==> config.mk <==
export PLATFORM = sky130hd
export DESIGN_NAME = cgm_merge
export DESIGN_NICKNAME = d
export VERILOG_FILES = /design/src/rtl/core/cgm_pkg.sv /design/src/rtl/core/cgm_merge.sv
export SDC_FILE = /design/constraint.sdc
export NUM_CORES = 1
export LEC_CHECK = 0
export ABC_AREA = 1
export BUFFER_PORTS_ARGS = -buffer_cell sky130_fd_sc_hd__buf_2
export CORE_MARGIN = 2
export CORE_UTILIZATION = 54
export CTS_BUF_LIST = sky130_fd_sc_hd__clkbuf_8
export CTS_CLUSTER_DIAMETER = 50
export DETAILED_ROUTE_END_ITERATION = 16
export MAX_ROUTING_LAYER = met4
export PLACE_DENSITY = 0.88
export SLEW_MARGIN = 20
export SYNTH_ARGS = -nofsm -noshare
export SYNTH_HDL_FRONTEND = slang
export SYNTH_SLANG_ARGS = --single-unit
==> constraint.sdc <==
create_clock -name clock -period 4.93 [get_ports clock]
set_input_delay 0.2465 -clock clock [delete_from_list [all_inputs] [get_ports clock]]
set_output_delay 0.2465 -clock clock [all_outputs]
set_load 0.01 [all_outputs]
==> src/rtl/core/cgm_pkg.sv <==
// shared types and constants for the color gradient max channel core
package cgm_pkg;

   localparam int PIX_W   = 24;
   localparam int CH_W    = 8;
   localparam int GRAD_W  = 9;
   localparam int SQ_W    = 17;
   localparam int RAD_W   = 25;
   localparam int ROOT_W  = 13;
   localparam int COORD_W = 11;
   localparam int CFG_W   = 12;
   localparam int STEP_W  = 4;
   localparam logic [STEP_W-1:0] ROOT_LAST_STEP = 4'd12;
   localparam logic [RAD_W-1:0]  ROOT_FIRST_BIT = 25'h1000000;

   localparam logic REG_WIDTH  = 1'b0;
   localparam logic REG_HEIGHT = 1'b1;

   typedef enum logic [1:0] {
      JOB_ABOVE = 2'd0,
      JOB_LEFT  = 2'd1,
      JOB_CORNER = 2'd2
   } job_type;

   typedef enum logic [2:0] {
      ST_IDLE,
      ST_RD_A,
      ST_RD_B,
      ST_NEXT,
      ST_MERGE,
      ST_ROOT_GO,
      ST_ROOT_WAIT,
      ST_SEND
   } state_type;

   typedef struct packed {
      logic [SQ_W-1:0]   sq;
      logic [GRAD_W-1:0] gx;
      logic [GRAD_W-1:0] gy;
   } lane_out_type;

endpackage

==> src/rtl/core/cgm_merge.sv <==
// picks the channel with the largest squared gradient, ties to lower channel
module cgm_merge (
   input  logic                  clock,
   input  logic                  en,
   input  cgm_pkg::lane_out_type lane_b,
   input  cgm_pkg::lane_out_type lane_g,
   input  cgm_pkg::lane_out_type lane_r,
   output cgm_pkg::lane_out_type winner
);

   cgm_pkg::lane_out_type win_ff;
   cgm_pkg::lane_out_type win_in;

   always_comb begin
      if (lane_b.sq >= lane_g.sq && lane_b.sq >= lane_r.sq) begin
         win_in = lane_b;
      end else if (lane_g.sq >= lane_r.sq) begin
         win_in = lane_g;
      end else begin
         win_in = lane_r;
      end
   end

   always_ff @(posedge clock) begin
      if (en) begin
         win_ff <= win_in;
      end
   end

   assign winner = win_ff;

endmodule

---- After elaboration in Yosys (flattened, before gate mapping) ----
Index checks and enable logic that the tools add are counted.
operators by class
  order comparisons ....................... 3
  reductions and logical operators ........ 1
  muxes and demuxes ....................... 2
operators by type and width
  cell                  number
  35-bit two-way mux    2
  17-bit >= comparator  3
  1-bit logical AND     1
storage, ports and cells
  output and inout port bits .............. 35
  flip-flop bits (word level) ............. 35

---- Longest topological paths before layout ----
  word-level depth ........................ 3
  gate-level depth with buffers ........... 15

---- Least setup slack after synthesis ----
No wires, ideal clock.
  kind .................................... input-to-reg
  start ................................... input port lane_r[30] (netlist bit)
  end ..................................... register win_ff, in the netlist winner[10] (data pin)
  library setup time ...................... 0.252 ns
  buffers on the path ..................... 1
  setup slack ............................. 3.217 ns
  required time ........................... 4.678 ns
  stages on the path ...................... 14
  arrival time ............................ 1.461 ns
  cell sequence ........................... inv_1 > ha_1 > nand2_1 > inv_2 > nand3_1 > a21oi_1 > nor2_1 > nand2_1 > nand2_1 > nand2_2 > nand2_4 > buf_6 > nand2_1 > nand2_1
RTL lines
  what                  line             text
  start, declared       cgm_merge.sv:7   input cgm_pkg::lane_out_type lane_r,
  end signal, assigned  cgm_merge.sv:26  win_ff <= win_in;
  end, declared         cgm_merge.sv:11  cgm_pkg::lane_out_type win_ff;

==> results.toml <==
[status]
outcome = "completed"

[placement]
portBuffers = 141
dpl_cell_area_um2 = 4124
place.gp.congestion = 0.9521
hpwl_um = 7227

[sta]
setup_tns_ps = 0
hold_viol_final = 0
max_slew.worst_pin.slew_ps = 886.0
max_freq_mhz = 400.2
setup_viol = 0
period_needed_ps = 2499
relSlewSlack = 0.4079
slew_viol_final = 0
grt_setup_unrepaired = "no"
min_period_over_period = 0.5068

[global_route]
antenna_found_initial = 0
grt_pass1_wl_um = 15940
grt_max_degree = 37
grt_pass1_vias = 3651
grt-ovfl-total = 0
grtUsageTotal = 0.2834

[clock_tree]
cts-root-buf = "clkbuf_8"
clkSinkCount = 35
post_cts_buffers = 0
cts_made_buffers = 5
cts_tree = "done"
clk_pin_slew_worst_paths_ps = 70
cts_resized = 0
clock_path_buffers = 2
postCtsHoldBufs = 0
htree_num_levels = 2

[die]
floorplan.initialDensity = 0.5509
dieHeight_um = 83.80
dieArea_um2 = 7022
placementRows = 29
die_w_um = 83.80
ioPinCount = 142
core_um2 = 6241

[pwr]
peakVddDrop_uv = 155.6
power.leakage_nw = 2.441
p_per_area_nw_per_um2 = 234.8

[worst_hold_path]
min_path_cells = 3
whs_endpoint = "winner[16]"
hold_start = "lane_b[16]"
hp-class = "input pin to flop"

[detailed_routing]
num_vias = 3687
first_iter_violations = 225
post_drt_wl_per_cell_um = 13.68
drc = 0
drtAntennaViolNets = 0
routed_via_density = 5.313
drt-total-wl_um = 9495
drtPass1Iterations = 4

[yosys]
ys_seq_area_frac = 0.3057
syn_area_um2 = 3438
postSynthCellCount = 486
synthArstFlopShare = 0
synth_edf_count = 35
yosys.area.top_type_share = 0.3057
synth-warning-count = 0
syn_nets = 644
synth_top_area_cell = "edfxtp_1"
synthSimpleGateAreaFrac = 0.3799
synth_compound_area_frac = 0.04367
synth.distinct_cells = 24
synthXorXnorAreaFrac = 0
synth_top_family_by_area = "simple AND/OR/NAND/NOR gates"
synth_seq_cells = 35
synth.area.mux_share = 0
synthFlopType = "edfxtp_1"
avgSynthCellArea_um2 = 7.075
synth_adder_area_share = 0.1856
synth_top_cells_by_area = "edfxtp_1 (31%), nand2_1 (22%), ha_1 (19%)"

[flow_run]
max_cap_violations = 0

[layout]
fin_area_um2 = 4208
diodes = 0
layout-drive-gt1-share = 0.2512
largest_reg_flops = 35
num-nets-final = 774
mostFrequentLayoutCell = "nand2_1"
syn_to_final_growth_pct = 22.38
most-common-layout-cells = "nand2_1 (201), buf_2 (141), nand3_1 (74)"

[critical_path]
critPathLaunchType = "input pin"
crit_top_cell = "nand2_1"
endpoint_kind = "flop"
max_stage_delay_ps = 690
cp.arrival_ps = 2540
crit_path_max_fanout = 36
path_class = "input pin to flop"
slowest_stage = "nor2_4"
path_cells = "buf_2 -> inv_1 -> ha_1 -> nand2_1 -> o21bai_1 -> a21oi_1 -> nor2_4 -> nand2_4 -> nand2_1 -> nand2_1 -> nand2_1 -> nand2_1"
worstPathRequired_ps = 4970
-- power breakdown --
part / internal (W) / switching, W
combinational: 0.000148 / 0.000242
clock: 0.0000959 / 0.000107
sequential: 0.000386 / 0.00000989
total: 0.000629 / 0.000359
-- final cells by class --
| cell class | instances | area (um2) |
|---|---|---|
| Multi-Input combinational cell | 386 | 2095 |
| Fill cell | 565 | 2033 |
| Sequential cell | 35 | 1051 |
| Timing Repair Buffer | 141 | 705.7 |
| Inverter | 47 | 176.4 |
| Tap cell | 77 | 96.34 |
| Clock buffer | 5 | 68.82 |
| Clock inverter | 3 | 15.01 |
-- metal layers --
metal / vias to the layer above / track usage / share of wire
li1: 1854 / - / -
met5: - / - / 0
met2: 156 / 0.5324 / 0.52
met4: 0 / 0.08065 / 0.015
met1: 1663 / 0.3115 / 0.40
met3: 14 / 0.03759 / 0.068
-- worst max-delay path by stage --
stage,startpoint,endpoint,slack [ps],cells after the start
global route,lane_r[22],winner[12],2190,15
detailed placement,lane_r[30],winner[7],2180,12
CTS,lane_r[30],winner[7],2490,12
global placement,lane_r[28],winner[4],2250,13
finish,lane_r[30],winner[4],2430,12
floorplan,lane_r[30],winner[10],3220,14
-- critical path, delay by kind of cell --
| family | cells | cell delay (ps) |
|---|---|---|
| simple gates | 7 | 1580 |
| fa+ha+maj | 1 | 290 |
| compound gates | 2 | 250 |
| buf+inv | 2 | 160 |
-- synthesized netlist by cell type (all sizes together), types with 2 or more instances --
library cell / number
nor3: 2
nor2: 22
o21ai: 4
o21bai: 2
nand2: 205
a21oi: 20
nand4: 3
buf: 18
inv: 47
edfxtp: 35
ha: 51
nand3: 74
-- metrics by stage --
step / util / std cells / power, W / hold slack (ps) / setup WS (ps)
floorplan: - / 486 / 0.0006491 / 359.0 / 3217
global placement: 0.6608 / 686 / 0.0007743 / 554.6 / 2247
detailed placement: 0.6608 / 686 / 0.0007885 / 552.7 / 2176
CTS: 0.6742 / 694 / 0.0009934 / 254.3 / 2491
global route: 0.6742 / 694 / 0.001059 / 266.1 / 2186
finish: 0.6742 / 694 / 0.0009878 / 266.6 / 2431
-- cells by family after synthesis --
logic type / count (synthesis)
AOI/OAI and AO/OA: 28
adders and majority gates: 51
DFF: 35
buffers and inverters: 65
and+or+nand+nor: 307
Note: power is estimated with default switching activity, not from simulation.
