`config.mk`:
```
export PLATFORM = sky130hd
export DESIGN_NAME = cgm_lane
export DESIGN_NICKNAME = d
export VERILOG_FILES = /design/src/rtl/core/cgm_pkg.sv /design/src/rtl/core/cgm_lane.sv
export SDC_FILE = /design/constraint.sdc
export NUM_CORES = 1
export LEC_CHECK = 0
export ABC_AREA = 1
export BUFFER_PORTS_ARGS = -buffer_cell sky130_fd_sc_hd__buf_4
export CAP_MARGIN = 0
export CORE_MARGIN = 1.5
export CORE_UTILIZATION = 57
export DETAILED_ROUTE_END_ITERATION = 12
export PLACE_DENSITY = 0.79
export RECOVER_POWER = 50
export SYNTH_ARGS = -nofsm -noshare
export SYNTH_HDL_FRONTEND = slang
export SYNTH_SLANG_ARGS = --single-unit
```
`constraint.sdc`:
```
create_clock -name vclk -period 6.4
set_input_delay 0.32 -clock vclk [all_inputs]
set_output_delay 0.32 -clock vclk [all_outputs]
set_load 0.005 [all_outputs]
```
`src/rtl/core/cgm_pkg.sv`:
```
// shared types and constants for the color gradient max channel core
package cgm_pkg;

   localparam int PIX_W   = 24;
   localparam int CH_W    = 8;
   localparam int GRAD_W  = 9;
   localparam int SQ_W    = 17;
   localparam int RAD_W   = 25;
   localparam int ROOT_W  = 13;
   localparam int COORD_W = 11;
   localparam int CFG_W   = 12;
   localparam int STEP_W  = 4;
   localparam logic [STEP_W-1:0] ROOT_LAST_STEP = 4'd12;
   localparam logic [RAD_W-1:0]  ROOT_FIRST_BIT = 25'h1000000;

   localparam logic REG_WIDTH  = 1'b0;
   localparam logic REG_HEIGHT = 1'b1;

   typedef enum logic [1:0] {
      JOB_ABOVE = 2'd0,
      JOB_LEFT  = 2'd1,
      JOB_CORNER = 2'd2
   } job_type;

   typedef enum logic [2:0] {
      ST_IDLE,
      ST_RD_A,
      ST_RD_B,
      ST_NEXT,
      ST_MERGE,
      ST_ROOT_GO,
      ST_ROOT_WAIT,
      ST_SEND
   } state_type;

   typedef struct packed {
      logic [SQ_W-1:0]   sq;
      logic [GRAD_W-1:0] gx;
      logic [GRAD_W-1:0] gy;
   } lane_out_type;

endpackage

```
`src/rtl/core/cgm_lane.sv`:
```
// one color channel: gradients and squared magnitude
module cgm_lane (
   input  logic [cgm_pkg::CH_W-1:0] xp,
   input  logic [cgm_pkg::CH_W-1:0] xm,
   input  logic [cgm_pkg::CH_W-1:0] yp,
   input  logic [cgm_pkg::CH_W-1:0] ym,
   input  logic                     hx,
   input  logic                     hy,
   output cgm_pkg::lane_out_type    result
);

   logic signed [cgm_pkg::GRAD_W-1:0]   gx;
   logic signed [cgm_pkg::GRAD_W-1:0]   gy;
   logic signed [2*cgm_pkg::GRAD_W-1:0] px;
   logic signed [2*cgm_pkg::GRAD_W-1:0] py;

   always_comb begin
      gx = hx ? ($signed({1'b0, xp}) - $signed({1'b0, xm})) : '0;
      gy = hy ? ($signed({1'b0, yp}) - $signed({1'b0, ym})) : '0;
      px = gx * gx;
      py = gy * gy;
      result.sq = {1'b0, px[15:0]} + {1'b0, py[15:0]};
      result.gx = gx;
      result.gy = gy;
   end

endmodule

```
Yosys cells after proc, flatten, opt, wreduce, memory -nomap -nowiden
Cells that the tools add are included.
{"block": "word_totals", "input_bits": 34, "word_cells": 7, "reg_bits": 0}
{"block": "classes", "mul": 2, "add_sub_neg": 3, "muxes": 2}
{"operator": "$mul 9x9->16", "count": 2}
{"operator": "$mux 9", "count": 2}
{"operator": "$sub 8x8->9", "count": 2}
{"operator": "$add 16x16->17", "count": 1}

Depth between registers and ports, before layout
Gate-level depths: netlist of the first run.
{"block": "depth", "depth_word": 4, "depth_mapped": 36}

Least setup slack after synthesis of the first run
Ideal clock, no wire load.
{"block": "synth_path", "path_type": "input -> output", "from": "input xp[0] (netlist name)", "to": "output result[31] (netlist name)", "required_ps": 6080, "n_path_buf": 0, "path_stages": 31, "slack_ps": -235, "t_arrival_ps": 6315, "cell_sequence": "inv_1 > ha_1 > fa_1 > inv_1 > nor2_1 > nor2_2 > inv_1 > nor2_1 > inv_1 > fa_1 > fa_1 > inv_1 > fa_1 > fa_1 > inv_1 > fa_1 > inv_1 > ha_1 > nand2_1 > o21ai_0 > a21oi_1 > xor2_1 > inv_1 > ha_1 > nand2_1 > nor2_1 > nand3_1 > nand3_1 > nand3_1 > nand2_1 > xor2_1"}
{"item": "start: declaration", "line_no": "cgm_lane.sv:3", "text": "input logic [cgm_pkg::CH_W-1:0] xp,"}
{"item": "end: declaration", "line_no": "cgm_lane.sv:9", "text": "output cgm_pkg::lane_out_type result"}

==> impl_metrics.toml, run 1 <==
[timing]
max-slew-margin-rel = 0.612
setup-violations-final = 9
fin_crit_sh = 1.08
finalWorstSetupSlack_ps = -530
slew_violations = 0
fin_crit_ps = 6930
tightest_slew_ps = 580
rsz0062_at_grt = "true"
fmax_mhz = 144
setup_tns_ps = -3000
hold_violations = 0

[layout]
finalNetCount = 1365
seq_area_um2 = 0
num_antenna_cells = 0
final_cells = 1266
syn2layout_area_growth_pct = 51.4
clkbuf_count = 0
drive_gt1_frac = 0.436
design.seq.count = 0

[run]
maxCapViolations = 0

[logic_synthesis]
yosys_warnings = 0
synth_cell_types = 37
syn_area_um2 = 6490
avgSynthCellArea_um2 = 7.38
seq_area_frac_synth = 0
syn-instance-count = 880
syn_nets = 1117

[die]
dieArea_um2 = 12000
initial_utilization = 0.591
std_cell_rows = 38
ios = 69
die_w_um = 110
dieHeight_um = 110
core_um2 = 11000

[drt]
routedWlPerCell_um = 18.6
drt-total-wl_mm = 23.6
via_per_inst = 5.69
firstDrtPassIters = 6
drc = 0
num_vias = 7208
ant_nets = 0
first_iter_violations = 592

[setup_path]
slowest_delay_ps = 560
crit_path_start_kind = "input port"
crit_type = "in2out"
cp.arrival_ps = 6610
critPathCaptureType = "primary output"
worst_ep_required_time_ps = 6080
path_common_cell = "fa_1"
setup.worst_path.start = "xm[0]"
crit_slowest_cell = "fa_1"
crit_fanout = 4

[global_routing]
antenna_found_initial = 0
overflow = 0
grt_pass1_vias = 7239
grt_max_degree = 11
grt_pass1_wl_mm = 30.9
grtUsageTotal = 0.324

[min_path]
hp-class = "in2out"
hold_start = "hx"
worstHoldEndpoint = "result[16]"
hold_path_depth = 4

[place]
dp_hpwl_mm = 14.7
io_buffers = 69
dp.cells = 1245
place.gp.congestion = 0.935

[run_status]
violations = "setup timing"
outcome = "finished with violations"
## cells in the final DEF (no fill, tap or decap), drive strengths merged
cell | synthesis | layout
a211oi | 4 | 4
a21o | 4 | 4
a21oi | 38 | 38
a31oi | 3 | 3
and2 | 2 | 2
buf | 4 | 254
clkinv | 1 | 2
fa | 104 | 104
ha | 99 | 99
inv | 222 | 221
nand2 | 159 | 159
nand2b | 2 | 2
nand3 | 45 | 45
nand3b | 2 | 2
nand4 | 5 | 5
nor2 | 103 | 103
nor3 | 8 | 8
o2111ai | 2 | 2
o21a | 1 | 1
o21ai | 16 | 16
o21bai | 4 | 4
or2 | 2 | 2
xnor2 | 13 | 13
xor2 | 33 | 33
## cell usage after synthesis (all sizes together) (5+ instances only)
library cell	count	area share
xnor2	13	0.018
nand4	5	0.0048
ha	99	0.19
nor2	103	0.067
nand3	45	0.043
o21ai	16	0.012
a21oi	38	0.031
xor2	33	0.045
inv	222	0.13
nand2	159	0.092
fa	104	0.32
nor3	8	0.0096
## metal layers
layer	share of wire	vias to the layer above	global-route usage
li1	-	3169	-
met1	0.35	3392	0.363
met2	0.52	467	0.630
met3	0.064	180	0.0255
met4	0.071	0	0.120
met5	0	-	0
## worst max-delay path, delay by kind of cell
| kind | cells | cell delay (ps) |
|---|---|---|
| buf+inv | 9 | 770 |
| fa+ha+maj | 9 | 3750 |
| simple gates | 15 | 1480 |
| xor+xnor | 2 | 290 |
## final cells by class
type | count | area, µm²
Fill cell | 467 | 1150
Inverter | 223 | 855
Multi-Input combinational cell | 649 | 6790
Tap cell | 140 | 175
Timing Repair Buffer | 254 | 2010
## logic make-up after synthesis
group / synth area share
compound gates: 0.0640
xor+xnor: 0.0620
fa+ha+maj: 0.511
buf+inv: 0.137
simple gates: 0.225
## per-stage QoR
stage	cell area [µm²]	utilization	hold WS, ps	worst slack [ps]
finish	9830	0.895	1130	-530
global placement	8500	0.774	1100	-434
CTS	9130	0.831	1100	-207
detailed placement	8500	0.774	1100	-602
global route	9830	0.895	1160	-678
floorplan	6610	-	881	2.01
## repair_timing
item,in CTS,in global routing
hold buffers,0,0
hold endpoints to repair,0,0
setup buffers,5,16
endpoints found under the setup margin,10,10
pin swaps,63,93
resized for setup,129,138
## how the worst max path moves through the flow
stage | end | slack [ps]
floorplan | result[31] | 2
global placement | result[29] | -430
detailed placement | result[32] | -600
CTS | result[32] | -210
global route | result[32] | -680
finish | result[31] | -530
Power of run 1 is not shown: default switching activity piles up to over one toggle a cycle in this logic, so the estimate is an artifact.
==> inputs of run 2 (changes only) <==
Settings changed: ABC_CLOCK_PERIOD_IN_PS from default to 6400, PLACE_DENSITY 0.79 to default, PLACE_DENSITY_LB_ADDON from default to 0.05.
==> run 2 against run 1 <==
Against the previous run:
- the run still ends with setup timing left
- die area stayed put
- fmax is 1.8% lower
- routed wire length is 4.1% lower
- via count is 1.9% lower
- utilization is 1.5 points lower
- global-route usage is 0.089 points higher
- non-clock buffer count is 2 higher
- highest routed layer unchanged
==> impl_metrics.toml, run 2 (synthesized netlist as in run 1, its figures left out) <==
[die]
initial_utilization = 0.591
std_cell_rows = 38
die_w_um = 110
dieArea_um2 = 12000
dieHeight_um = 110
core_um2 = 11000
ios = 69

[timing]
finalWorstSetupSlack_ps = -655
fin_crit_ps = 7050
rsz0062_at_grt = "true"
whs_ps = 1140
hold_violations = 0
setup-violations-final = 10
slew_violations = 0
fin_crit_sh = 1.10
tightest_slew_ps = 476
max-slew-margin-rel = 0.680
fmax_mhz = 142

[setup_path]
path_common_cell = "nand2_2"
crit_fanout = 4
cp.arrival_ps = 6730
cp_num_buf_inv = 8
critPathCaptureType = "primary output"
crit_slowest_cell = "fa_1"
crit_path_start_kind = "input port"
crit_type = "in2out"
slowest_delay_ps = 680
cp_top_family = "adder cells"
worst_ep_required_time_ps = 6080

[place]
dp_slack_ps = -641
place.gp.congestion = 0.899
dp_hpwl_mm = 15.3
io_buffers = 69

[drt]
ant_nets = 0
firstDrtPassIters = 7
drt-total-wl_mm = 22.6
routedWlPerCell_um = 17.8
drc = 0
num_vias = 7074
via_per_inst = 5.58
first_iter_violations = 515

[layout]
clkbuf_count = 0
drive_gt1_frac = 0.409
layout_common_cells = "buf_4 (232), inv_1 (193), nand2_1 (131)"
layout_commonest_cell = "buf_4"
finalNetCount = 1367
num_antenna_cells = 0
seq_area_um2 = 0
syn2layout_area_growth_pct = 48.9
design.seq.count = 0

[global_routing]
grtUsageTotal = 0.324
grt_max_degree = 11
grt_pass1_wl_mm = 31.2
overflow = 0
antenna_found_initial = 0
grt_pass1_vias = 7204

[run_status]
violations = "setup timing"
outcome = "finished with violations"

[min_path]
hp-class = "in2out"

[run]
maxCapViolations = 0
-- run 2: cell count changes in the layout (fill, tap and decap cells not counted), moves of 4 or more --
cell	change
inv_1	+7
inv_2	-6
nand3_2	-5
a21oi_4	-5
nor2_4	-6
o21ai_1	-4
nor2_1	+8
nand2_1	+5
nand2_2	-7
nand3_1	+7
-- run 2: metrics by stage --
| stage | util | instances | TNS [ps] | instance area, µm² |
|---|---|---|---|---|
| after floorplan | - | 880 | 0 | 6610 |
| after global placement | 0.773 | 1245 | -2160 | 8490 |
| after detailed placement | 0.773 | 1245 | -4180 | 8490 |
| after CTS | 0.841 | 1262 | -1020 | 9240 |
| after global routing | 0.880 | 1268 | -5610 | 9670 |
| final | 0.880 | 1268 | -4020 | 9670 |
-- run 2: path summary, 6_finish.rpt --
check / start / to / slack (ps) / cells after the start
worst min-delay path: hy / result[1] / 1140 / 5
worst max-delay path: xm[0] / result[33] / -650 / 31
-- run 2: area by class of cell --
cell class	count	area (µm²)
timing repair buffer	256	1990
tap	140	175
multi-input combinational	649	6650
inverter	223	850
fill	564	1310
-- run 2: routing by layer --
layer	vias up	global-route usage	part of all wire
met2	390	0.643	0.51
met5	-	0	0
li1	3168	-	-
met4	0	0.0983	0.061
met3	150	0.0279	0.086
met1	3366	0.362	0.35
-- run 2: repair_timing --
item | in CTS | in global routing
resized for setup | 138 | 89
setup buffers | 17 | 7
hold buffers | 0 | 0
endpoints found under the setup margin | 10 | 10
pin swaps | 92 | 62
Power of run 2 is left out for the same reason.
