**src/rtl/core/cgm_pkg.sv**
```systemverilog
// shared types and constants for the color gradient max channel core
package cgm_pkg;

   localparam int PIX_W   = 24;
   localparam int CH_W    = 8;
   localparam int GRAD_W  = 9;
   localparam int SQ_W    = 17;
   localparam int RAD_W   = 25;
   localparam int ROOT_W  = 13;
   localparam int COORD_W = 11;
   localparam int CFG_W   = 12;
   localparam int STEP_W  = 4;
   localparam logic [STEP_W-1:0] ROOT_LAST_STEP = 4'd12;
   localparam logic [RAD_W-1:0]  ROOT_FIRST_BIT = 25'h1000000;

   localparam logic REG_WIDTH  = 1'b0;
   localparam logic REG_HEIGHT = 1'b1;

   typedef enum logic [1:0] {
      JOB_ABOVE = 2'd0,
      JOB_LEFT  = 2'd1,
      JOB_CORNER = 2'd2
   } job_type;

   typedef enum logic [2:0] {
      ST_IDLE,
      ST_RD_A,
      ST_RD_B,
      ST_NEXT,
      ST_MERGE,
      ST_ROOT_GO,
      ST_ROOT_WAIT,
      ST_SEND
   } state_type;

   typedef struct packed {
      logic [SQ_W-1:0]   sq;
      logic [GRAD_W-1:0] gx;
      logic [GRAD_W-1:0] gy;
   } lane_out_type;

endpackage

```
**src/rtl/core/cgm_isqrt.sv**
```systemverilog
// iterative integer square root, one result bit per cycle
module cgm_isqrt (
   input  logic                       clock,
   input  logic                       reset,
   input  logic                       start,
   input  logic [cgm_pkg::RAD_W-1:0]  radicand,
   output logic                       done,
   output logic [cgm_pkg::ROOT_W-1:0] root
);

   logic [cgm_pkg::RAD_W-1:0]  rem_ff;
   logic [cgm_pkg::RAD_W-1:0]  res_ff;
   logic [cgm_pkg::RAD_W-1:0]  bit_ff;
   logic [cgm_pkg::STEP_W-1:0] step_ff;
   logic                       busy_ff;
   logic                       done_ff;
   logic [cgm_pkg::RAD_W-1:0]  trial;

   assign trial = res_ff + bit_ff;

   always_ff @(posedge clock) begin
      if (reset) begin
         busy_ff <= 1'b0;
         done_ff <= 1'b0;
      end else begin
         done_ff <= 1'b0;
         if (start) begin
            rem_ff  <= radicand;
            res_ff  <= '0;
            bit_ff  <= cgm_pkg::ROOT_FIRST_BIT;
            step_ff <= '0;
            busy_ff <= 1'b1;
         end else if (busy_ff) begin
            if (rem_ff >= trial) begin
               rem_ff <= rem_ff - trial;
               res_ff <= (res_ff >> 1) + bit_ff;
            end else begin
               res_ff <= res_ff >> 1;
            end
            bit_ff  <= bit_ff >> 2;
            step_ff <= step_ff + 1'b1;
            if (step_ff == cgm_pkg::ROOT_LAST_STEP) begin
               busy_ff <= 1'b0;
               done_ff <= 1'b1;
            end
         end
      end
   end

   assign done = done_ff;
   assign root = res_ff[cgm_pkg::ROOT_W-1:0];

endmodule

```
**config.mk**
```make
export PLATFORM = sky130hd
export DESIGN_NAME = cgm_isqrt
export DESIGN_NICKNAME = d
export VERILOG_FILES = /design/src/rtl/core/cgm_pkg.sv /design/src/rtl/core/cgm_isqrt.sv
export SDC_FILE = /design/constraint.sdc
export NUM_CORES = 1
export LEC_CHECK = 0
export BUFFER_PORTS_ARGS = -buffer_cell sky130_fd_sc_hd__buf_2
export CAP_MARGIN = 40
export CORE_MARGIN = 3
export CORE_UTILIZATION = 30
export DETAILED_ROUTE_END_ITERATION = 10
export PLACE_DENSITY = 0.56
export SYNTH_ARGS = -nofsm -noshare
export SYNTH_HDL_FRONTEND = slang
export SYNTH_SLANG_ARGS = --single-unit
```
**constraint.sdc**
```tcl
create_clock -name clock -period 13.41 [get_ports clock]
set_input_delay 0.6705 -clock clock [delete_from_list [all_inputs] [get_ports clock]]
set_output_delay 0.6705 -clock clock [all_outputs]
set_load 0.05 [all_outputs]
```
Yosys cells after proc, flatten, opt, wreduce, memory -nomap -nowiden
Cells that the tools add are included.

Bitwise logic cells: 2. Equality and inequality tests: 1. $add $sub $neg: 4. Div/mod/pow operators: 0. Muxes and demuxes: 11. Shifts and indexed selects: 0. Magnitude comparators: 1. Reduce and logical (&&, ||, !) cells: 5. $mul: 0.

Operators with widths (number): $mux W25 (6); $add A24 B25 Y25 (1); $add A25 B25 Y25 (1); $ge A25 B25 Y1 (1); $sub A25 B25 Y25 (1); $add A4 B1 Y4 const B (1); $eq A4 B4 Y1 const B (1); $mux W1 (4); $mux W4 (1); $reduce_bool A2 Y1 (2); $reduce_and A3 Y1 (1); $reduce_or A3 Y1 (1); $not A1 Y1 (2); $reduce_and A2 Y1 (1).

Bits in registers: 69. Memory bits (read-only): 0. Input port bits: 28. Bits in latches: 0. Output and inout bits: 14. Memories kept: 0. Logic and storage cells: 30. Memory bits (writable): 0.

Logic depth before layout (Yosys ltp)
Gate-level depths: netlist of the first run.

Depth after elaboration: 5. Mapped depth: 20. Depth with buffers taken out: 17.

Worst setup path after synthesis of the first run
OpenSTA, ideal clock, no wires.

Path kind: register -> register. From: reg res_ff[0] in the netlist's numbering. To: reg rem_ff[0] in the netlist's numbering (enable). Setup slack: 7.239 ns. Setup time: 0.446 ns. Stages on the path, launching flop included: 20. Buffers on the path: 3. Clock period less this slack: 6.171 ns. Data required time: 12.964 ns. Arrival: 5.725 ns. Cell sequence: edfxtp_1 > ha_1 > ha_1 > a21o_1 > a31o_2 > a31o_2 > a211oi_1 > nor2_1 > o21ai_0 > xor2_1 > ha_1 > buf_2 > nand4_4 > nor4_4 > a22oi_2 > nand3b_1 > clkbuf_1 > clkbuf_1 > nand2_1 > a21boi_0.

Longest elaborated chain between the ends: 4.

RTL lines: start, declared (line cgm_isqrt.sv:12) `logic [cgm_pkg::RAD_W-1:0] res_ff;`; start signal, assigned (line cgm_isqrt.sv:36) `res_ff <= (res_ff >> 1) + bit_ff;`; start signal, assigned (line cgm_isqrt.sv:38) `res_ff <= res_ff >> 1;`; $add A25 B25 Y25 (line cgm_isqrt.sv:19) `assign trial = res_ff + bit_ff;`; $ge A25 B25 Y1 (line cgm_isqrt.sv:34) `if (rem_ff >= trial) begin`; $reduce_bool A2 Y1 (no source line); $reduce_and A3 Y1 (no source line); end signal, assigned (line cgm_isqrt.sv:28) `rem_ff <= radicand;`; end signal, assigned (line cgm_isqrt.sv:35) `rem_ff <= rem_ff - trial;`; end, declared (line cgm_isqrt.sv:11) `logic [cgm_pkg::RAD_W-1:0] rem_ff;`.

Every way passes these cells. A chain may end at the register's enable or synchronous reset.

Final worst setup path of the first run
From: reg res_ff[0] in the netlist's numbering. To: reg rem_ff[13] in the netlist's numbering (enable).

The elaborated chain is that of the path after synthesis.

==> flow_metrics.tcl, run 1 <==
set metrics [dict create \
    status "completed" \
    drive_above_1_share 0.118 \
    syn_nets 736 \
    synth.largest_area_cell "edfxtp_1" \
    synth_area_per_cell_um2 9.05 \
    maxCapViolCount 0 \
    cts_num_sinks 69 \
    antenna_found_initial 0 \
    htree_levels 3 \
    min_from "busy_ff" \
    first_global_vias 4713 \
    routed_wl_mm 15.7 \
    hold_depth 1 \
    cts_tree "done" \
    die_area_um2 21500 \
    power_frac_seq 0.295 \
    irDropWorstVdd_mv 0.0795 \
    r2r_slack_ps 7930 \
    grt_usage 0.147 \
    core_area_um2 19000 \
    post_cts.repair.setup_buffers 0 \
    maxSlewViolCount 0 \
    yosysWarningCount 0 \
    clk_latency_ps 350 \
    synth_cells 654 \
    synthTopCellsByArea "edfxtp_1, ha_1, o21ai_0" \
    fin_nets 753 \
    clkTransAtPathRegs_ps 70 \
    cts_buffers 9 \
    rows 50 \
    layout_common_cells "nand2_1, edfxtp_1, o21ai_0, a21oi_1, ha_1" \
    initial_core_util 0.311 \
    io_pins 42 \
    ys_seq_elements 69 \
    grt_overflow 0 \
    period_minus_slack_ps 5480 \
    synthArstFlopShare 0 \
    ff2ff_path_depth 18 \
    power_mw 1.03 \
    clockBufferDepth 2 \
    diodes 0 \
    clock.fmax_mhz 182 \
    hold_end "done" \
    pwr-share-clk 0.244 \
    synth_top_area_share 0.340 \
    path_max_fanout 25 \
    route.detailed.wl_per_inst_um 16.8 \
    drc 0 \
    yosysSeqAreaShare 0.347 \
    rsz0062_at_grt "no" \
    ctsResizeCount 0 \
    ant_nets 0 \
    grt_pass1_wl_mm 25.4 \
    cp.required_ps 13420 \
    layout_commonest_cell "nand2_1" \
    p_leak_nw 2.43 \
    cp_data_arrival_time_ps 5490 \
    slew_headroom 0.391 \
    swShare 0.415 \
    synth_flop_cell "edfxtp_1" \
    grt_start_max_net_pins 56 \
    fill_cells 2027 \
    worstMarginPinSlew_ps 910 \
    fin_util 0.346 \
    internal_power_mw 0.603 \
    synth_edf_count 67 \
    gp_congestion 0.860 \
    worstSetupPathType "reg2reg" \
    num_vias 4940 \
    root_buffer "clkbuf_16" \
    area_growth_pct 11.1 \
    postLayoutSetupSlackWorst_ps 7930 \
    io_buffers 41 \
    rr_endpoint "rem_ff[13]" \
    netlist_area_um2 5920 \
    dr.pass1.iters 7 \
    crit_path_end_kind "flip-flop" \
    hold_viol 0 \
    tns_ps 0 \
    rr_startpoint "res_ff[0]" \
    viasPerCell 5.28 \
    dp_hpwl_mm 11.3 \
    p_per_area_nw_per_um2 157 \
    fin_skew_ps 11.1 \
    synth_cell_types 64 \
    power.switching_mw 0.428 \
    fin_crit_sh 0.409 \
    die_h_um 146 \
    setup_viol 0 \
    cts_hold_buf 0 \
    dieWidth_um 146 \
    p_comb_frac 0.461 \
    start_kind "flip-flop" \
    drt_iter0_markers 413 \
    hp-class "reg2reg" \
    dpl_worst_slack_ps 7960 \
]
[synth_stat cells (2+ instances only)]
cell       instances
o211ai_1           3
inv_1             19
and3_1             2
o21ba_2            2
dfxtp_1            2
nand2_1           68
nor4_1             4
or4_1              7
xor2_1            30
o21a_1             2
buf_6              2
a31oi_1           21
buf_4             13
a21boi_0           2
o31ai_1           10
nand2b_1           3
nand4_1           15
nor3_1             8
edfxtp_1          67
buf_2              7
or2_2              2
nor3b_1            4
a21o_1             8
o311ai_0           2
ha_1              53
nor2_1            41
nand3_1           12
a211oi_1          13
o21ai_0           59
mux2_2             2
o21bai_1           7
mux2_1             2
a31o_2             5
xnor2_1           28
nor2b_1           22
clkbuf_1          16
o2111ai_1          2
and2_1             3
a21oi_1           54
a311oi_1           2
o41ai_1            3
or3_1              5
[flip-flops by register name, indices dropped and copies added, names as in the netlist]
| register | cells |
|---|---|
| rem_ff | 25 |
| res_ff | 25 |
| bit_ff | 13 |
| step_ff | 4 |
| busy_ff | 1 |
| done | 1 |
[routing by layer]
layer	wire length, µm	share of wire	track usage	vias up
li1	-	-	-	2485
met1	7780	0.49	0.211	2303
met4	251	0.016	0.0470	0
met2	6880	0.44	0.219	134
met3	826	0.052	0.0317	18
met5	0	0	0	-
[critical path: stages, from the launching register on]
cell and delay [ps]:
edfxtp_1 400, ha_1 240, ha_1 210, a21o_1 210, a31o_2 250, a31o_2 270, a2111oi_0 790, o21ai_0 170
nand2_1 120, xnor2_1 80, ha_1 400, nand3_1 160, nor4_2 370, a22oi_2 120, nor2b_4 160, nand4_1 490
nand2_1 180, a21boi_2 170, buf_4 350
[through the flow]
step           std cells  hold WS, ps  area [µm²]
2_1_floorplan        654          453        5920
3_3_place_gp         920          470        6270
3_5_place_dp         920          467        6270
4_1_cts              936          475        6580
5_1_grt              936          484        6580
6_report             936          471        6580
[power groups by stage]
stage | Combinational [mW] | Clock (mW) | Sequential, mW
after floorplan | 0.382 | 0 | 0.299
after global placement | 0.469 | 0 | 0.309
after detailed placement | 0.472 | 0 | 0.308
after CTS | 0.475 | 0.258 | 0.304
after global routing | 0.534 | 0.266 | 0.308
final | 0.475 | 0.252 | 0.304
[area by class of cell]
cell class              count  area [µm²]  area share
repair buffers             44         230      0.0350
clock buffers               9         225      0.0342
well taps                 260         325      0.0495
clock inverters             7        80.1      0.0122
multi-input cells         528        3590       0.546
flip-flops and latches     69        2050       0.312
inverters                  19        71.3      0.0108
[worst max path at each step]
stage / depth (start not counted) / startpoint / to
after CTS: 18 / res_ff[0] / rem_ff[20]
after global placement: 17 / res_ff[2] / rem_ff[14]
final: 18 / res_ff[0] / rem_ff[13]
after detailed placement: 18 / res_ff[0] / rem_ff[16]
after floorplan: 19 / res_ff[0] / rem_ff[0]
after global routing: 18 / res_ff[0] / rem_ff[20]
[cell families after synthesis]
family	Yosys count	synth area share
AOI/OAI and AO/OA	206	0.216
xor gates and xnor gates	58	0.0858
adders and majority gates	54	0.115
buffers and inverters	57	0.0484
DFF	69	0.347
muxes	5	0.00930
and+or+nand+nor	205	0.178
No activity file was read; power rests on OpenSTA's default activity.
==> inputs of run 2 (changes only) <==
==> constraint.sdc (replaced) <==
create_clock -name clock -period 5.46 [get_ports clock]
set_input_delay 0.273 -clock clock [delete_from_list [all_inputs] [get_ports clock]]
set_output_delay 0.273 -clock clock [all_outputs]
set_load 0.05 [all_outputs]
==> run 2 against run 1 <==
  * Register-to-register slack worse by 7200 ps
  * Critical path depth fell by 2
  * Setup slack got worse by 7200 ps
  * Die area did not move
  * Sequential power grew 150%
  * Non-clock buffer count grew 5
  * Utilization grew 0.81 points
  * Clock-buffer cell count up 2
==> flow_metrics.tcl, run 2 (synthesis gave the netlist of run 1 again) <==
set metrics [dict create \
    period_minus_slack_ps 4690 \
    grt_overflow 0 \
    rsz0062_at_grt "no" \
    area_growth_pct 13.7 \
    ctsResizeCount 0 \
    p_per_area_nw_per_um2 375 \
    viasPerCell 5.31 \
    fin_crit_sh 0.859 \
    tns_ps 0 \
    p_leak_nw 2.47 \
    setup_viol 0 \
    power.switching_mw 1.05 \
    swShare 0.416 \
    hp-class "in2reg" \
    path_max_fanout 25 \
    irDropWorstVdd_mv 0.162 \
    dieWidth_um 146 \
    rows 50 \
    dp_hpwl_mm 11.8 \
    grt_pass1_wl_mm 25.7 \
    drt_iter0_markers 410 \
    cts_buffers 9 \
    antenna_found_initial 0 \
    die_h_um 146 \
    cts_tree "done" \
    routed_wl_mm 15.8 \
    fin_nets 758 \
    post_cts.repair.setup_buffers 0 \
    cp_data_arrival_time_ps 4710 \
    io_buffers 41 \
    power_frac_seq 0.297 \
    power_mw 2.53 \
    cts_hold_buf 0 \
    clk_latency_ps 350 \
    drive_above_1_share 0.141 \
    grt_start_max_net_pins 60 \
    largest_registers "rem_ff x25, res_ff x25, bit_ff x13" \
    fin_skew_ps 8.29 \
    first_global_vias 4813 \
    layout_common_cells "nand2_1, edfxtp_1, o21ai_0, a21oi_1, ha_1" \
    internal_power_mw 1.48 \
    worstSetupPathType "reg2reg" \
    grt_usage 0.148 \
    core_area_um2 19000 \
    initial_core_util 0.311 \
    dr.pass1.iters 5 \
    maxCapViolCount 0 \
    clkTransAtPathRegs_ps 60 \
    pwr-share-clk 0.223 \
    root_buffer "clkbuf_16" \
    gp_congestion 0.833 \
    hold_viol 0 \
    io_pins 42 \
    crit_path_end_kind "flip-flop" \
    slew_headroom 0.486 \
    status "completed" \
    p_comb_frac 0.481 \
    num_vias 4997 \
    drc 0 \
    clock.fmax_mhz 213 \
    htree_levels 3 \
    cp.required_ps 5480 \
    diodes 0 \
    dpl_cell_area_um2 6450 \
    route.detailed.wl_per_inst_um 16.8 \
    r2r_slack_ps 770 \
    fin_area_um2 6730 \
    clockBufferDepth 2 \
    worstMarginPinSlew_ps 769 \
    ant_nets 0 \
    cts_num_sinks 69 \
    maxSlewViolCount 0 \
    start_kind "flip-flop" \
    die_area_um2 21500 \
]
-- run 2: cell count changes in the layout (fill, tap and decap cells not counted), sizes merged --
cell and delta:
buf +5, clkinvlp +1, clkinv +1, bufinv -1, clkbuf +2, inv -3
-- run 2: power groups by stage --
stage	logic (mW)	clock network, mW	registers (mW)
2_1_floorplan	0.969	0	0.737
3_3_place_gp	1.20	0	0.761
3_5_place_dp	1.20	0	0.760
4_1_cts	1.21	0.574	0.751
5_1_grt	1.35	0.601	0.758
6_report	1.21	0.562	0.750
-- run 2: final timing paths --
kind | startpoint | to | cells past startpoint
worst max-delay path | bit_ff[0] | rem_ff[1] | 16
worst min-delay path | reset | done | 2
worst max register to register | bit_ff[0] | rem_ff[1] | 16
worst min register to register | busy_ff | done | 1
-- run 2: stage by stage --
step                hold slack [ps]  setup slack [ps]  utilization  std cells
finish                          126               769        0.354        941
global route                    128               436        0.354        941
CTS                             117               736        0.354        941
detailed placement              471               776        0.339        925
global placement                470               728        0.338        924
floorplan                       349              -116            -        654
-- run 2: cell type report --
type                       instances  area (µm²)
inverter                          19        71.3
clock buffer                      11         243
multi-input combinational        528        3710
sequential                        69        2050
tap                              260         325
timing repair buffer              49         288
clock inverter                     5        36.3
fill                            2019       12300
-- run 2: critical path, cell delays in order, from the launching register on --
cell      delay (ps)
edfxtp_1         410
ha_2             230
ha_4             160
a21o_1           170
a31o_2           220
a31o_4           250
a211oi_4         270
nor2b_1           90
xnor2_1          130
ha_1             440
nand4_1          300
nor4_1           360
nand3_1          280
nand4_1          420
nand2_2          110
a21boi_2         150
buf_4            330
-- run 2: per-layer routing --
| metal | GRT usage | vias up | wire (µm) | part of all wire |
|---|---|---|---|---|
| met3 | 0.0304 | 11 | 729 | 0.046 |
| met5 | 0 | - | 0 | 0 |
| met2 | 0.236 | 128 | 7310 | 0.46 |
| li1 | - | 2486 | - | - |
| met4 | 0.0409 | 0 | 208 | 0.013 |
| met1 | 0.204 | 2372 | 7580 | 0.48 |
==> inputs of run 3 (changes only) <==
--- a/config.mk
+++ b/config.mk
@@ -8,9 +8,10 @@
 export BUFFER_PORTS_ARGS = -buffer_cell sky130_fd_sc_hd__buf_2
 export CAP_MARGIN = 40
 export CORE_MARGIN = 3
-export CORE_UTILIZATION = 30
+export CORE_UTILIZATION = 35
+export CTS_CLUSTER_DIAMETER = 200
 export DETAILED_ROUTE_END_ITERATION = 10
-export PLACE_DENSITY = 0.56
+export PLACE_DENSITY = 0.62
 export SYNTH_ARGS = -nofsm -noshare
 export SYNTH_HDL_FRONTEND = slang
 export SYNTH_SLANG_ARGS = --single-unit
==> run 3 against run 2 <==
  * Utilization increased by 5.8 points
  * Critical path depth unchanged
  * Via count increased by 2.5%
  * Highest routed layer unchanged
  * Wire length decreased by 0.23%
  * Register-to-register slack got worse by 50 ps
  * Combinational power about the same
  * Clock skew increased by 0.63 ps
  * Largest cell class unchanged
  * Clock-buffer cell count increased by 1
==> flow_metrics.tcl, run 3 (synthesis gave the netlist of run 1 again) <==
set metrics [dict create \
    status "completed" \
    routed_wl_mm 15.8 \
    crit_path_end_kind "flip-flop" \
    htree_levels 3 \
    clkTransAtPathRegs_ps 60 \
    layout_common_cells "nand2_1, edfxtp_1, o21ai_0, a21oi_1, ha_1" \
    cp.required_ps 5560 \
    drc 0 \
    worstSetupPathType "reg2reg" \
    maxSlewViolCount 0 \
    ff_latch_area_um2 2050 \
    p_comb_frac 0.472 \
    die_area_um2 18500 \
    area_growth_pct 12.9 \
    fill_cells 1655 \
    rsz0062_at_grt "no" \
    clock.fmax_mhz 211 \
    gp_congestion 0.996 \
    first_global_vias 4900 \
    die_h_um 136 \
    hp-class "in2reg" \
    grt_start_max_net_pins 54 \
    p_per_area_nw_per_um2 386 \
    root_buffer "clkbuf_16" \
    cts_hold_buf 0 \
    maxCapViolCount 0 \
    power.switching_mw 1.05 \
    fin_nets 757 \
    worstMarginPinSlew_ps 748 \
    pwr-share-clk 0.237 \
    cts_tree "done" \
    drt_iter0_markers 422 \
    swShare 0.407 \
    dr.pass1.iters 5 \
    drive_above_1_share 0.140 \
    cts_buffers 9 \
    period_minus_slack_ps 4740 \
    path_max_fanout 10 \
    cts_num_sinks 69 \
    antenna_found_initial 0 \
    internal_power_mw 1.53 \
    setup_viol 0 \
    ctsResizeCount 0 \
    power_frac_seq 0.291 \
    grt_pass1_wl_mm 25.3 \
    num_vias 5124 \
    io_pins 42 \
    ant_nets 0 \
    dp_hpwl_mm 11.6 \
    cp_data_arrival_time_ps 4830 \
    dieWidth_um 136 \
    multi_input_area_um2 3710 \
    rows 46 \
    p_leak_nw 2.48 \
    core_area_um2 16200 \
    viasPerCell 5.72 \
    grt_usage 0.173 \
    hold_viol 0 \
    io_buffers 41 \
    route.detailed.wl_per_inst_um 17.6 \
    fin_util 0.412 \
    clockBufferDepth 2 \
    fin_skew_ps 8.93 \
    power_mw 2.58 \
    slew_headroom 0.500 \
    initial_core_util 0.365 \
    start_kind "flip-flop" \
    clk_latency_ps 350 \
    largest_registers "rem_ff x25, res_ff x25, bit_ff x13" \
    post_cts.repair.setup_buffers 0 \
    diodes 0 \
    fin_crit_sh 0.868 \
    grt_overflow 0 \
    irDropWorstVdd_mv 0.159 \
]
## run 3: layout make-up
cell class	instances	share of cell area
clock buffer	12	0.0384
sequential	69	0.307
timing repair buffer	48	0.0404
clock inverter	4	0.00711
inverter	19	0.0107
tap	216	0.0404
multi-input combinational	528	0.556
## run 3: path summary, 6_finish.rpt
check / from / to / slack, ps / cells past startpoint
min: reset / done / 130 / 2
min reg2reg: busy_ff / done / 480 / 1
max: res_ff[6] / res_ff[7] / 720 / 16
max reg2reg: res_ff[6] / res_ff[7] / 720 / 16
## run 3: power by group through the flow
stage	Sequential, mW	Clock (mW)	Combinational [mW]
floorplan	0.737	0	0.969
global placement	0.757	0	1.18
detailed placement	0.761	0	1.20
CTS	0.751	0.622	1.21
global route	0.759	0.643	1.35
finish	0.749	0.612	1.22
## run 3: layer usage
| layer | routed length (µm) | global-route usage | vias up |
|---|---|---|---|
| li1 | - | - | 2482 |
| met1 | 7380 | 0.237 | 2447 |
| met2 | 7220 | 0.267 | 168 |
| met3 | 878 | 0.0411 | 27 |
| met4 | 314 | 0.0582 | 0 |
| met5 | 0 | 0 | - |
## run 3: through the flow
stage / hold WS [ps] / setup slack, ps / std cells / area [µm²] / TNS [ps]
floorplan: 349 / -116 / 654 / 6060 / -2890
global placement: 464 / 862 / 879 / 6360 / 0
detailed placement: 477 / 793 / 880 / 6380 / 0
CTS: 126 / 751 / 896 / 6680 / 0
global route: 137 / 442 / 896 / 6680 / 0
finish: 134 / 723 / 896 / 6680 / 0
## run 3: critical path: stages (launching register included)
cell and delay (ps):
edfxtp_1 510, ha_1 410, a31oi_1 160, o21ai_1 150, a21o_1 210, nor2_1 250, o21ba_2 200, o21ai_1 90
xnor2_1 170, ha_1 450, nand4_1 190, nor4_1 240, nand3_1 270, nand4_1 410, buf_4 260, and3_1 170
mux2_1 320
